===== config.mk =====
export PLATFORM = sky130hd
export DESIGN_NAME = hufp_table_ram
export DESIGN_NICKNAME = d
export VERILOG_FILES = /design/src/rtl/hufp_table_ram.sv
export SDC_FILE = /design/constraint.sdc
export NUM_CORES = 2
export LEC_CHECK = 0
export BUFFER_PORTS_ARGS = -buffer_cell sky130_fd_sc_hd__buf_2
export CORE_UTILIZATION = 56
export CTS_BUF_LIST = sky130_fd_sc_hd__clkbuf_16
export DETAILED_ROUTE_END_ITERATION = 10
export PLACE_DENSITY = 0.74
export SETUP_SLACK_MARGIN = 0.15
export SYNTH_ARGS = -nofsm -noshare
export SYNTH_HDL_FRONTEND = slang
export SYNTH_SLANG_ARGS = --single-unit

===== constraint.sdc =====
create_clock -name clk -period 2.6 [get_ports clk]
set_input_delay 0.39 -clock clk [delete_from_list [all_inputs] [get_ports clk]]
set_output_delay 0.39 -clock clk [all_outputs]
set_load 0.02 [all_outputs]

===== src/rtl/hufp_table_ram.sv =====
// Generic single-port synchronous RAM with a registered read.
// No dependencies; used by the bit packer top level for its code table.
module hufp_table_ram #(
  parameter int WIDTH = 8,
  parameter int DEPTH = 256
) (
  input  logic                     clk,
  input  logic                     we,
  input  logic                     re,
  input  logic [$clog2(DEPTH)-1:0] addr,
  input  logic [WIDTH-1:0]         wdata,
  output logic [WIDTH-1:0]         rdata
);

  logic [WIDTH-1:0] mem [DEPTH];

  always_ff @(posedge clk) begin
    if (we) begin
      mem[addr] <= wdata;
    end
  end

  always_ff @(posedge clk) begin
    if (re) begin
      rdata <= mem[addr];
    end
  end

endmodule


==> impl_metrics.json <==
{
  "outcome": "finished, final reports clean",
  "detailedPlacementHpwl_mm": 120.4,
  "criticalPathCategory": "register to register",
  "vias_in_the_first_global_route": 41060,
  "cellLeakagePower_nw": 29.65,
  "drt-pass1-iter-count": 6,
  "max_clock_freq_ghz": 0.4129,
  "design.final.nets": 4173,
  "tritoncts": "yes",
  "final_min_period_over_clock_period": 0.9315,
  "synth.lib_cells_used.distinct": 21,
  "timing.critical_path.to_type": "register",
  "wire_length_of_the_first_global_routing_pass_mm": 281.9,
  "clockRootBuffer": "sky130_fd_sc_hd__clkbuf_16",
  "numCtsBuffers": 194,
  "cts.sinks": 2056,
  "tightestPinTransition_ns": 0.9654,
  "max-vdd-ir-drop_v": 0.0007546,
  "synth-xor-area-share": 0,
  "instances_no_fill": 6190,
  "clk-insertion-delay-late_ns": 0.84,
  "maxSlewHeadroom": 0.3564,
  "synthesis.instances": 3547,
  "core_area_um2": 139400,
  "critical_path_required_ns": 3.15,
  "cap_violations": 0,
  "clk_pin_slew_worst_paths_ns": 0.06,
  "height_of_the_chip_um": 376.6,
  "yosysWarningCount": 0,
  "grt_util_all_layers": 0.2784,
  "multiplexer_area_fraction_after_synthesis": 0.1468,
  "grt_overflow_total": 0,
  "cts_max_level": 4,
  "hold_viol_final": 0,
  "die-area_um2": 141800,
  "routed_wl_mm": 193.6,
  "timing_max_transition_violations_final": 0,
  "die_w_um": 376.6,
  "synth-compound-area-share": 0.03618,
  "numPlacedInstances": 5832,
  "antenna_found_initial": 7,
  "antenna_left": 0,
  "synth_simple_gate_area_share": 0.01731,
  "cts_setup_buffers": 0,
  "crit_path_start_kind": "register",
  "ys_seq_elements": 2056,
  "synth-adder-area-share": 0,
  "fraction_of_layout_cells_with_a_size_suffix_above_1": 0.3477,
  "detailedRoute.firstIterationViolations": 5756,
  "yosysSeqAreaShare": 0.7858,
  "power-per-cell-area_nw_per_um2": 724.6,
  "place.gp.congestion": 0.8542,
  "rsz_0062_raised_after_global_routing": "yes",
  "worst_clock_skew_ns": 0.05364,
  "worstHoldPathType": "primary input to register",
  "worst_ep_arrival_time_ns": 2.97,
  "grt_start_max_net_pins": 101,
  "vias_per_cell": 6.537,
  "initial_core_util": 0.5638,
  "timing.final.setup_violations": 0,
  "total_power_w": 0.06704,
  "net_count_after_synthesis": 3566,
  "finalHoldWorstSlack_ns": 0.09577,
  "syn_avg_cell_area_um2": 22.15,
  "filler_cell_count": 8489,
  "port_buffers": 26,
  "synthesis.area_um2": 78570,
  "path_max_fanout": 1,
  "main_combinational_cell_family_by_area_after_synthesis": "multiplexers",
  "io-pin-count": 27,
  "period_needed_ns": 2.422,
  "stdcell_area_um2": 92520,
  "placement.cell_area_um2": 86180,
  "vias": 40460,
  "drc": 0,
  "synthToLayoutAreaGrowth_pct": 17.75,
  "fp-row-count": 137,
  "cts_max_path_buffers": 3,
  "mean_routed_wirelength_per_cell_um": 31.28
}
## layout by cell type (no fill, tap or decap), drive strengths merged
cell type and instances:
edfxtp 2056, buf 633, mux4 512, a22oi 256, nor2 232, clkbuf 202
a21oi 128, clkinv 81, inv 62, o41ai 32, nor3 30, nand2 28
nand3 13, bufinv 12, nand4 8, nor2b 7, nand2b 6, clkinvlp 5
diode 3, and2 3, or2 2, dlygate4sd3 2, or3 1
## registers in the layout (all words and copies together) (netlist names)
register  count
rdata         8
mem        2048
## cells by family after synthesis
kind of cell	count (synthesis)
AO/OA/AOI/OAI	416
buffers and inverters	233
flip-flops	2056
multiplexers	512
AND/OR/NAND/NOR	330
## stage by stage
step	setup WS (ns)	setup TNS [ns]	utilization
finish	0.1781	0	0.6639
detailed placement	-1.371	-72.36	0.6184
CTS	0.09835	0	0.6631
global route	0.1088	0	0.6639
floorplan	0.03242	0	-
global placement	-1.313	-56.97	0.6184
## per-layer routing
layer / GRT usage / wire [um]
met5: 0 / 61
met4: 0.08007 / 5369
met3: 0.06190 / 23120
met2: 0.4359 / 93560
met1: 0.3994 / 71490
## power breakdown
part	total (W)	internal, W	switching (W)
clock network	0.0269	0.0148	0.0121
registers	0.0366	0.0365	0.0000506
logic	0.00357	0.00142	0.00214
total	0.0670	0.0528	0.0143
## worst max-delay path, cell delays in order (launching register included)
cell and delay, ns:
sky130_fd_sc_hd__edfxtp_1 0.39, sky130_fd_sc_hd__mux4_2 0.47, sky130_fd_sc_hd__a22oi_1 0.33, sky130_fd_sc_hd__a21oi_1 0.27, sky130_fd_sc_hd__o41ai_1 0.49, sky130_fd_sc_hd__nand4_1 0.18
## final cells by class
cell class                      instances  area [um^2]  share of cell area
Sequential cell                      2056        61740              0.6673
Multi-Input combinational cell       1258        16200              0.1751
Timing Repair Buffer                  643         6200             0.06701
Clock buffer                          194         4855             0.05247
Tap cell                             1876         2347             0.02537
Clock inverter                        159         1174             0.01268
Antenna cell                            3        7.507          0.00008114
Inverter                                1        3.754          0.00004057
## synthesized netlist by cell type (all sizes together)
cell type  instances  share of area
and2               3        0.00024
a22oi            256          0.024
nor3              30         0.0019
nor2b              7        0.00056
inv                1       0.000048
o41ai             32         0.0036
mux4             512           0.15
nand4              8        0.00064
or3                1       0.000080
edfxtp          2056           0.79
nor2             232          0.011
nand2             28         0.0013
nand3             13        0.00083
or2                2        0.00016
buf               87         0.0070
a21oi            128         0.0082
nand2b             6        0.00048
clkbuf           145         0.0069
## worst paths after layout
path | cells past startpoint | from | to | slack [ns]
setup reg to reg | 5 | mem[24][1] | rdata[1] | 0.18
hold reg to reg | 5 | mem[8][1] | rdata[1] | 1.12
setup / recovery | 5 | mem[24][1] | rdata[1] | 0.18
hold / removal | 1 | wdata[1] | mem[82][1] | 0.1
## what timing repair did
action / CTS / global route
endpoints found under the setup margin: 8 / 7
hold endpoints to repair: 11 / 0
resized for setup: 22 / 20
hold buffers: 2 / 0
pin swaps: 1 / 5
Note: power is estimated with default switching activity, not from simulation.
